==> config.mk <==
export PLATFORM = sky130hd
export DESIGN_NAME = integer_radix_digit_emitter
export DESIGN_NICKNAME = d
export VERILOG_FILES = /design/src/rtl/ide_pkg.sv /design/src/rtl/ide_front.sv /design/src/rtl/ide_queue.sv /design/src/rtl/ide_back.sv /design/src/rtl/integer_radix_digit_emitter.sv
export SDC_FILE = /design/constraint.sdc
export NUM_CORES = 1
export LEC_CHECK = 0
export BUFFER_PORTS_ARGS = -buffer_cell sky130_fd_sc_hd__buf_2
export CORE_UTILIZATION = 57
export DETAILED_ROUTE_END_ITERATION = 16
export GPL_TIMING_DRIVEN = 0
export PLACE_DENSITY = 0.74
export SLEW_MARGIN = 20
export SYNTH_ARGS = -nofsm -noshare
export SYNTH_HDL_FRONTEND = slang
export SYNTH_HIERARCHICAL = 1
export SYNTH_SLANG_ARGS = --single-unit
==> constraint.sdc <==
create_clock -name clk -period 37.5 [get_ports clk]
set_input_delay 3.75 -clock clk [delete_from_list [all_inputs] [get_ports clk]]
set_output_delay 3.75 -clock clk [all_outputs]
set_load 0.01 [all_outputs]
==> src/rtl/ide_pkg.sv <==
// Shared constants and types for the integer radix digit emitter.
`timescale 1ns / 1ps
`default_nettype none

package ide_pkg;

  localparam int VALUE_WIDTH_DEF = 32;
  localparam int RADIX_W         = 4;
  localparam int RADIX_MIN       = 2;
  localparam int RADIX_MAX       = 10;
  localparam int RADIX_RESET     = 8;
  localparam int DIGIT_W         = 4;
  localparam int STACK_CAP       = 32;
  localparam int QUEUE_DEPTH     = 2;
  localparam int DIV_BITS        = 8;

  typedef enum logic [1:0] {
    KIND_CONV,
    KIND_ZERO,
    KIND_BAD
  } kind_t;

  typedef struct packed {
    kind_t              kind;
    logic [RADIX_W-1:0] radix;
  } cmd_t;

endpackage

`default_nettype wire

==> src/rtl/ide_front.sv <==
// Front end: radix register, item acceptance and classification.
`timescale 1ns / 1ps
`default_nettype none

module ide_front
  import ide_pkg::*;
#(
  parameter int VALUE_WIDTH = VALUE_WIDTH_DEF
) (
  input  wire logic                   clk,
  input  wire logic                   rst_n,
  input  wire logic                   start,
  input  wire logic [VALUE_WIDTH-1:0] in_value,
  input  wire logic                   cfg_we,
  input  wire logic [RADIX_W-1:0]     cfg_wdata,
  input  wire logic                   q_full,
  output logic                        busy,
  output logic                        q_push,
  output cmd_t                        q_cmd,
  output logic [VALUE_WIDTH-1:0]      q_value
);

  logic [RADIX_W-1:0] radix_r;
  logic [RADIX_W-1:0] radix_nxt;
  logic               radix_bad;

  always_comb begin
    radix_nxt = radix_r;
    if (cfg_we) begin
      radix_nxt = cfg_wdata;
    end
  end

  always_ff @(posedge clk) begin
    if (!rst_n) begin
      radix_r <= RADIX_W'(RADIX_RESET);
    end else begin
      radix_r <= radix_nxt;
    end
  end

  assign radix_bad = (radix_r < RADIX_W'(RADIX_MIN)) || (radix_r > RADIX_W'(RADIX_MAX));

  assign busy    = q_full;
  assign q_push  = start && !q_full;
  assign q_value = in_value;

  always_comb begin
    q_cmd.radix = radix_r;
    priority if (radix_bad) begin
      q_cmd.kind = KIND_BAD;
    end else if (in_value == '0) begin
      q_cmd.kind = KIND_ZERO;
    end else begin
      q_cmd.kind = KIND_CONV;
    end
  end

endmodule

`default_nettype wire

==> src/rtl/ide_queue.sv <==
// Short item queue between the front end and the conversion engine.
`timescale 1ns / 1ps
`default_nettype none

module ide_queue
  import ide_pkg::*;
#(
  parameter int VALUE_WIDTH = VALUE_WIDTH_DEF
) (
  input  wire logic                   clk,
  input  wire logic                   rst_n,
  input  wire logic                   push,
  input  wire cmd_t                   push_cmd,
  input  wire logic [VALUE_WIDTH-1:0] push_value,
  input  wire logic                   pop,
  output cmd_t                        head_cmd,
  output logic [VALUE_WIDTH-1:0]      head_value,
  output logic                        full,
  output logic                        empty
);

  localparam int PTR_W = (QUEUE_DEPTH > 1) ? $clog2(QUEUE_DEPTH) : 1;
  localparam int CNT_W = $clog2(QUEUE_DEPTH + 1);

  cmd_t                   cmd_q   [QUEUE_DEPTH];
  logic [VALUE_WIDTH-1:0] value_q [QUEUE_DEPTH];

  logic [PTR_W-1:0] wr_ptr_r, wr_ptr_nxt;
  logic [PTR_W-1:0] rd_ptr_r, rd_ptr_nxt;
  logic [CNT_W-1:0] count_r,  count_nxt;

  assign full       = (count_r == CNT_W'(QUEUE_DEPTH));
  assign empty      = (count_r == '0);
  assign head_cmd   = cmd_q[rd_ptr_r];
  assign head_value = value_q[rd_ptr_r];

  always_comb begin
    wr_ptr_nxt = wr_ptr_r;
    rd_ptr_nxt = rd_ptr_r;
    count_nxt  = count_r;
    if (push) begin
      wr_ptr_nxt = (wr_ptr_r == PTR_W'(QUEUE_DEPTH - 1)) ? '0 : wr_ptr_r + 1'b1;
    end
    if (pop) begin
      rd_ptr_nxt = (rd_ptr_r == PTR_W'(QUEUE_DEPTH - 1)) ? '0 : rd_ptr_r + 1'b1;
    end
    unique case ({push, pop})
      2'b10:   count_nxt = count_r + 1'b1;
      2'b01:   count_nxt = count_r - 1'b1;
      default: count_nxt = count_r;
    endcase
  end

  always_ff @(posedge clk) begin
    if (!rst_n) begin
      wr_ptr_r <= '0;
      rd_ptr_r <= '0;
      count_r  <= '0;
    end else begin
      wr_ptr_r <= wr_ptr_nxt;
      rd_ptr_r <= rd_ptr_nxt;
      count_r  <= count_nxt;
    end
  end

  always_ff @(posedge clk) begin
    if (push) begin
      cmd_q[wr_ptr_r]   <= push_cmd;
      value_q[wr_ptr_r] <= push_value;
    end
  end

endmodule

`default_nettype wire

==> src/rtl/ide_back.sv <==
// Conversion engine: iterative division, digit stack and digit emission.
`timescale 1ns / 1ps
`default_nettype none

module ide_back
  import ide_pkg::*;
#(
  parameter int VALUE_WIDTH = VALUE_WIDTH_DEF
) (
  input  wire logic                   clk,
  input  wire logic                   rst_n,
  input  wire logic                   q_empty,
  input  wire cmd_t                   q_cmd,
  input  wire logic [VALUE_WIDTH-1:0] q_value,
  output logic                        q_pop,
  output logic                        out_strobe,
  output logic [DIGIT_W-1:0]          out_digit,
  output logic                        out_digit_valid,
  output logic                        out_error,
  output logic                        out_last
);

  localparam int DIV_CYC = (VALUE_WIDTH + DIV_BITS - 1) / DIV_BITS;
  localparam int PAD_W   = DIV_CYC * DIV_BITS;
  localparam int CNT_W   = (DIV_CYC > 1) ? $clog2(DIV_CYC) : 1;
  localparam int SP_W    = $clog2(STACK_CAP);
  localparam int DEPTH_W = SP_W + 1;

  localparam logic [1:0] ST_IDLE = 2'd0;
  localparam logic [1:0] ST_DIV  = 2'd1;
  localparam logic [1:0] ST_POP  = 2'd2;

  logic [1:0]         state_r,  state_nxt;
  logic [PAD_W-1:0]   quot_r,   quot_nxt;
  logic [RADIX_W-1:0] rem_r,    rem_nxt;
  logic [RADIX_W-1:0] radix_r,  radix_nxt;
  logic [CNT_W-1:0]   cnt_r,    cnt_nxt;
  logic [DEPTH_W-1:0] depth_r,  depth_nxt;

  logic [PAD_W-1:0]   step_quot;
  logic [RADIX_W-1:0] step_rem;
  logic               step_done;

  logic               push_en;
  logic               pop_en;
  logic [SP_W-1:0]    rd_addr;
  logic [DEPTH_W-1:0] depth_dec;

  logic               spec_en;
  logic               spec_err;

  logic [DIGIT_W-1:0] stack_mem [STACK_CAP];
  logic [DIGIT_W-1:0] rd_q_r;

  logic out_strobe_r, out_strobe_nxt;
  logic out_valid_r,  out_valid_nxt;
  logic out_error_r,  out_error_nxt;
  logic out_last_r,   out_last_nxt;

  // Eight restoring steps per cycle on the top byte of the dividend.
  always_comb begin
    logic [RADIX_W-1:0]  rem;
    logic [RADIX_W:0]    trial;
    logic [DIV_BITS-1:0] chunk;
    logic [DIV_BITS-1:0] qbits;
    rem   = rem_r;
    chunk = quot_r[PAD_W-1 -: DIV_BITS];
    qbits = '0;
    for (int i = DIV_BITS - 1; i >= 0; i--) begin
      trial = {rem, chunk[i]};
      if (trial >= {1'b0, radix_r}) begin
        trial    = trial - {1'b0, radix_r};
        qbits[i] = 1'b1;
      end
      rem = trial[RADIX_W-1:0];
    end
    step_rem  = rem;
    step_quot = (quot_r << DIV_BITS) | PAD_W'(qbits);
  end

  assign step_done = (cnt_r == CNT_W'(DIV_CYC - 1));
  assign depth_dec = depth_r - 1'b1;
  assign rd_addr   = depth_dec[SP_W-1:0];

  always_comb begin
    state_nxt = state_r;
    quot_nxt  = quot_r;
    rem_nxt   = rem_r;
    radix_nxt = radix_r;
    cnt_nxt   = cnt_r;
    depth_nxt = depth_r;
    q_pop     = 1'b0;
    push_en   = 1'b0;
    pop_en    = 1'b0;
    spec_en   = 1'b0;
    spec_err  = 1'b0;
    unique case (state_r)
      ST_IDLE: begin
        if (!q_empty) begin
          q_pop = 1'b1;
          unique case (q_cmd.kind)
            KIND_CONV: begin
              quot_nxt  = PAD_W'(q_value);
              rem_nxt   = '0;
              radix_nxt = q_cmd.radix;
              cnt_nxt   = '0;
              depth_nxt = '0;
              state_nxt = ST_DIV;
            end
            KIND_ZERO: begin
              spec_en = 1'b1;
            end
            default: begin
              spec_en  = 1'b1;
              spec_err = 1'b1;
            end
          endcase
        end
      end
      ST_DIV: begin
        quot_nxt = step_quot;
        rem_nxt  = step_rem;
        cnt_nxt  = cnt_r + 1'b1;
        if (step_done) begin
          // Drop digits beyond the stack capacity.
          if (depth_r < DEPTH_W'(STACK_CAP)) begin
            push_en   = 1'b1;
            depth_nxt = depth_r + 1'b1;
          end
          rem_nxt = '0;
          cnt_nxt = '0;
          if (step_quot == '0) begin
            state_nxt = ST_POP;
          end
        end
      end
      ST_POP: begin
        pop_en    = 1'b1;
        depth_nxt = depth_dec;
        if (depth_dec == '0) begin
          state_nxt = ST_IDLE;
        end
      end
      default: begin
        state_nxt = ST_IDLE;
      end
    endcase
  end

  always_ff @(posedge clk) begin
    if (!rst_n) begin
      state_r <= ST_IDLE;
      cnt_r   <= '0;
      depth_r <= '0;
    end else begin
      state_r <= state_nxt;
      cnt_r   <= cnt_nxt;
      depth_r <= depth_nxt;
    end
  end

  always_ff @(posedge clk) begin
    quot_r  <= quot_nxt;
    rem_r   <= rem_nxt;
    radix_r <= radix_nxt;
  end

  always_ff @(posedge clk) begin
    if (push_en) begin
      stack_mem[depth_r[SP_W-1:0]] <= step_rem;
    end
    if (pop_en) begin
      rd_q_r <= stack_mem[rd_addr];
    end
  end

  always_comb begin
    out_strobe_nxt = pop_en || spec_en;
    out_valid_nxt  = pop_en;
    out_error_nxt  = spec_err;
    out_last_nxt   = spec_en || (depth_dec == '0);
  end

  always_ff @(posedge clk) begin
    if (!rst_n) begin
      out_strobe_r <= 1'b0;
    end else begin
      out_strobe_r <= out_strobe_nxt;
    end
  end

  always_ff @(posedge clk) begin
    out_valid_r <= out_valid_nxt;
    out_error_r <= out_error_nxt;
    out_last_r  <= out_last_nxt;
  end

  assign out_strobe      = out_strobe_r;
  assign out_digit       = out_valid_r ? rd_q_r : '0;
  assign out_digit_valid = out_valid_r;
  assign out_error       = out_error_r;
  assign out_last        = out_last_r;

  a_depth_bound: assert property (@(posedge clk) disable iff (!rst_n)
    depth_r <= DEPTH_W'(STACK_CAP))
    else $error("digit stack depth exceeds capacity");

  a_pop_nonempty: assert property (@(posedge clk) disable iff (!rst_n)
    (state_r == ST_POP) |-> (depth_r != '0))
    else $error("pop from empty digit stack");

  a_last_digit_idle: assert property (@(posedge clk) disable iff (!rst_n)
    (out_strobe_r && out_valid_r && out_last_r) |-> (state_r == ST_IDLE))
    else $error("engine still active after final digit");

  a_error_single: assert property (@(posedge clk) disable iff (!rst_n)
    (out_strobe_r && out_error_r) |-> (out_last_r && !out_valid_r))
    else $error("error result not a lone final result");

endmodule

`default_nettype wire

==> src/rtl/integer_radix_digit_emitter.sv <==
// Top level of the integer radix digit emitter.
//
// Usage:
//   Write the radix through cfg_we / cfg_wdata while the block is idle; it
//   resets to 8. Only radix 2..10 converts; any other radix gives one result
//   with out_error and out_last set.
//   Present an item on in_value and raise start; it is taken at a clock edge
//   where start is high and busy is low. Up to two items wait in the queue
//   behind the engine; busy is high only while that queue is full.
//   Results come one per out_strobe pulse, most significant digit first, the
//   final one with out_last. A zero item gives one result with out_last and
//   no valid digit. The receiver cannot stall: each result shows for one cycle.
// Engine operation:
//   Each digit comes from the divide unit, a byte of the dividend at a time
//   (8 restoring steps per cycle); digits then leave the stack one per cycle.
//   The engine takes a new item from the queue only when idle, after the
//   last digit of the previous one. Error and zero items are answered from
//   the idle state without division. The first digit is read in the pop
//   state after the last divide step, through a registered output.
// Reset: synchronous, active low; clears the queue and the engine and sets the radix to 8.
`timescale 1ns / 1ps
`default_nettype none

module integer_radix_digit_emitter
  import ide_pkg::*;
#(
  parameter int VALUE_WIDTH = VALUE_WIDTH_DEF
) (
  input  wire logic                   clk,
  input  wire logic                   rst_n,
  input  wire logic                   start,
  output logic                        busy,
  input  wire logic [VALUE_WIDTH-1:0] in_value,
  input  wire logic                   cfg_we,
  input  wire logic [RADIX_W-1:0]     cfg_wdata,
  output logic                        out_strobe,
  output logic [DIGIT_W-1:0]          out_digit,
  output logic                        out_digit_valid,
  output logic                        out_error,
  output logic                        out_last
);

  // Front to queue.
  logic                   q_push;
  cmd_t                   push_cmd;
  logic [VALUE_WIDTH-1:0] push_value;
  logic                   q_full;

  // Queue to engine.
  logic                   q_pop;
  logic                   q_empty;
  cmd_t                   head_cmd;
  logic [VALUE_WIDTH-1:0] head_value;

  // Accept and classify each item against the current radix.
  ide_front #(
    .VALUE_WIDTH (VALUE_WIDTH)
  ) u_front (
    .clk       (clk),
    .rst_n     (rst_n),
    .start     (start),
    .in_value  (in_value),
    .cfg_we    (cfg_we),
    .cfg_wdata (cfg_wdata),
    .q_full    (q_full),
    .busy      (busy),
    .q_push    (q_push),
    .q_cmd     (push_cmd),
    .q_value   (push_value)
  );

  // Hold classified items while the engine works on an earlier one.
  ide_queue #(
    .VALUE_WIDTH (VALUE_WIDTH)
  ) u_queue (
    .clk        (clk),
    .rst_n      (rst_n),
    .push       (q_push),
    .push_cmd   (push_cmd),
    .push_value (push_value),
    .pop        (q_pop),
    .head_cmd   (head_cmd),
    .head_value (head_value),
    .full       (q_full),
    .empty      (q_empty)
  );

  // Divide, stack the remainders, then emit them most significant first.
  ide_back #(
    .VALUE_WIDTH (VALUE_WIDTH)
  ) u_back (
    .clk             (clk),
    .rst_n           (rst_n),
    .q_empty         (q_empty),
    .q_cmd           (head_cmd),
    .q_value         (head_value),
    .q_pop           (q_pop),
    .out_strobe      (out_strobe),
    .out_digit       (out_digit),
    .out_digit_valid (out_digit_valid),
    .out_error       (out_error),
    .out_last        (out_last)
  );

endmodule

`default_nettype wire
==> results.md <==
- CP Capture Point: u_back/rem_r[1]
- Unique cell type count in the Yosys netlist: 75
- Sequential fraction of the synthesis area: 60.65%
- CTS tree: yes
- Vias: 7213
- Max_cap viols: 0
- Post-Route Setup TNS: 0 ns
- Data required time of the worst path: 37.78 ns
- Syn_nets: 957
- Syn Area/Cell: 15.09 sq um
- Mean number of vias per cell: 5.812
- Crit path max-delay cell type: edfxtp_1
- Post-route ant nets: 0
- Area of the mapped netlist: 13040 sq um
- Crit share post-route: 43.31%
- Antenna diode count: 0
- Post CTS Setup Buffer Count: 0
- Gr usage total: 21.97%
- Starting Density: 59.02%
- I/O pin total: 49
- Achievable Freq: 61.57 MHz
- Clock buffer count from CTS: 27
- Synth Flop Type: edfxtp_1
- Worst R2R Path Depth: 61
- Global placer's final weighted congestion: 0.8432
- YS warnings: 6
- Initial antenna violation count: 0
- CP startpoint: u_back/radix_r[1]
- Hold slack: 0.5025 ns
- Final HPWL from detailed placement: 17520 um
- Asr flop ratio synth: 0%
- Die Ht: 153.2 um
- CP max FO: 33
- Post-Route Utilization: 65.83%
- Worst Setup Path Type: flop to flop
- Area grow syn2layout: 11.55%
- Critical Path Max Stage Delay: 0.74 ns
- Number of fill cells: 1556
- Die X: 153.2 um
- Largest net degree at the start of global routing: 37
- Final Hold Fails: 0
- Fin Clk Skew: 0.02218 ns
- Slew headroom: 28.86%
- Final Non-Filler Cells: 1241
- # H-tree levels: 1
- Final Max Tran Viols: 0
- Clock sinks: 271
- FF+latch area: 7908 sq um
- Row cnt: 54
- Post-synth EDFFs: 248
- Dpl cells: 1194
- Multi-input gate area: 4661 sq um
- Drt wl/cell: 20.12 um
- WP data arrival: 16.53 ns
- Number of remaining DRC errors: 0
- Status: completed
- Cells after synthesis: 864
- Number of nets at the end of the flow: 1036
- #FFs+latches synth: 271
- Crit path time final: 16.24 ns
- CORE AREA: 22090 sq um
- First-pass GRT wire length: 39790 um
- Share of layout cells above drive strength 1: 29.24%
- DRT iter0 DRCs: 468
- Vias in the first global route: 7414
- Clock transition at the registers of the reported paths: 0.07 ns
- Worst hold path class: flop to flop
- CTS Hold Bufs: 0
- Drt pass-1 iters: 7
- CP startpoint kind: flop
- Reg-to-Reg End: u_back/rem_r[1]
- Clock root buffer: clkbuf_16
- Port buffer count: 47
- Setup Viol. Count Final: 0
- R2r setup slk: 21.26 ns
- Post_cts resized: 0
- Die Area: 23480 sq um
- RSZ-0062 raised after global routing: no
- Worst skew pair latency: 0.53 ns
- Grt total ovfl: 0
- Worst Tran Pin Value: 1.059 ns
- CP Capture Type: flop
- CTS max path bufs: 3
- RR Startpoint: u_back/radix_r[1]
- Routed WL: 24970 um
-- kinds of logic (layout without fill, tap and decap cells) --
group           after synthesis  after routing  synth area share [%]
compound gates               96             96                 5.249
xor+xnor                     23             23                 1.545
fa+ha+maj                    53             53                 5.546
buf+inv                      96            193                 3.829
flops                       271            271                 60.65
mux                         136            136                 15.27
simple gates                189            189                 7.917
-- layer usage --
layer  wire (um)  share of wire [%]  GRT usage [%]  up-vias
li1            -                  -              -     3428
met1       10720                 43          28.54     3545
met2       12500                 50          39.07      197
met3        1166                4.7          2.410       43
met4         583                2.3          6.205        0
met5           0                  0              0        -
-- area by class of cell --
| type | instances | area share [%] |
|---|---|---|
| timing repair buffer | 50 | 1.996 |
| tap | 280 | 2.409 |
| clock buffer | 37 | 5.041 |
| buffer | 58 | 2.452 |
| inverter | 38 | 0.9806 |
| sequential | 271 | 54.37 |
| multi-input combinational | 497 | 32.04 |
| clock inverter | 10 | 0.7140 |
-- metrics by stage --
stage          setup slack [ns]  instance area, sq um
2_1_floorplan             23.62                 13040
3_3_place_gp              19.94                 13620
3_5_place_dp              21.22                 13710
4_1_cts                   21.18                 14550
5_1_grt                   19.82                 14550
6_report                  21.26                 14550
-- worst min-delay path by stage --
stage,depth (start not counted),endpoint,slack [ns],from
after detailed placement,0,u_queue/cmd_q[1][0],0.49,u_front/radix_r[0]
final,0,u_queue/cmd_q[0][0],0.50,u_front/radix_r[0]
after global routing,0,u_queue/cmd_q[0][0],0.52,u_front/radix_r[0]
after global placement,0,u_queue/cmd_q[1][0],0.48,u_front/radix_r[0]
after floorplan,0,u_queue/cmd_q[0][0],0.45,u_front/radix_r[0]
after CTS,0,u_queue/cmd_q[0][0],0.51,u_front/radix_r[0]
-- cell usage after synthesis (3+ instances only) --
cell type / n / area [sq um]
o21a_1: 3 / 22.52
edfxtp_1: 248 / 7447
a21o_1: 6 / 45.04
nand3_1: 5 / 25.02
fa_1: 8 / 160.2
o21ai_0: 20 / 100.1
inv_1: 37 / 138.9
and2_1: 12 / 75.07
nor4_1: 11 / 68.82
nand4_1: 5 / 31.28
nor4_2: 4 / 50.05
mux4_2: 40 / 900.9
mux2i_1: 15 / 150.1
dfxtp_1: 23 / 460.4
nand2b_1: 8 / 50.05
mux2_2: 75 / 844.6
nor3b_1: 8 / 60.06
buf_4: 36 / 270.3
a21oi_1: 29 / 145.1
nor3_1: 12 / 60.06
ha_1: 45 / 563.0
nand3b_1: 5 / 37.54
xor2_1: 9 / 78.83
mux2_4: 3 / 45.04
nor2b_1: 17 / 106.4
buf_1: 4 / 15.01
xnor2_1: 14 / 122.6
nand2_1: 27 / 101.4
clkbuf_1: 15 / 56.30
nor2_1: 58 / 217.7
a21boi_0: 4 / 30.03
-- layout by cell type (no fill, tap or decap), drive strengths merged, types with 5 or more instances in the layout --
| cell | Yosys | layout |
|---|---|---|
| dfxtp | 23 | 23 |
| a21o | 8 | 8 |
| nor3 | 13 | 13 |
| nand2 | 27 | 27 |
| a21boi | 5 | 5 |
| nor3b | 8 | 8 |
| mux4 | 40 | 40 |
| nor2b | 17 | 17 |
| o21ai | 22 | 22 |
| and2 | 13 | 13 |
| clkinv | 1 | 7 |
| mux2 | 78 | 78 |
| nand3 | 6 | 6 |
| xnor2 | 14 | 14 |
| buf | 42 | 92 |
| clkbuf | 16 | 53 |
| xor2 | 9 | 9 |
| mux2i | 18 | 18 |
| inv | 37 | 38 |
| ha | 45 | 45 |
| nand2b | 9 | 9 |
| nand3b | 5 | 5 |
| nand4 | 5 | 5 |
| nor4 | 15 | 15 |
| edfxtp | 248 | 248 |
| a21oi | 29 | 29 |
| nor2 | 58 | 58 |
| fa | 8 | 8 |
-- sequential cells by signal, summed over array words and instances, names as in the netlist, named ones only --
signal and count:
u_back/cnt_r 2, u_back/depth_r 6, u_back/out_digit_valid 1, u_back/out_error 1, u_back/out_last 1, u_back/out_strobe 1, u_back/quot_r 32, u_back/radix_r 4
u_back/rd_q_r 4, u_back/rem_r 4, u_back/stack_mem 128, u_back/state_r 2, u_front/radix_r 4, u_queue/cmd_q 12, u_queue/count_r 2, u_queue/rd_ptr_r 1
u_queue/value_q 64, u_queue/wr_ptr_r 1
-- worst max-delay path: cells and delay by family, from the launching register on --
kind	cells	cell delay, ns
AO/OA/AOI/OAI	32	7.30
adder cells (fa/ha/maj)	8	2.48
buffers and inverters	5	0.79
flip-flops	1	0.74
multiplexers	7	3.05
AND/OR/NAND/NOR	9	1.57
Power is not shown: default switching activity piles up to over one toggle a cycle in this logic, so the estimate is an artifact.
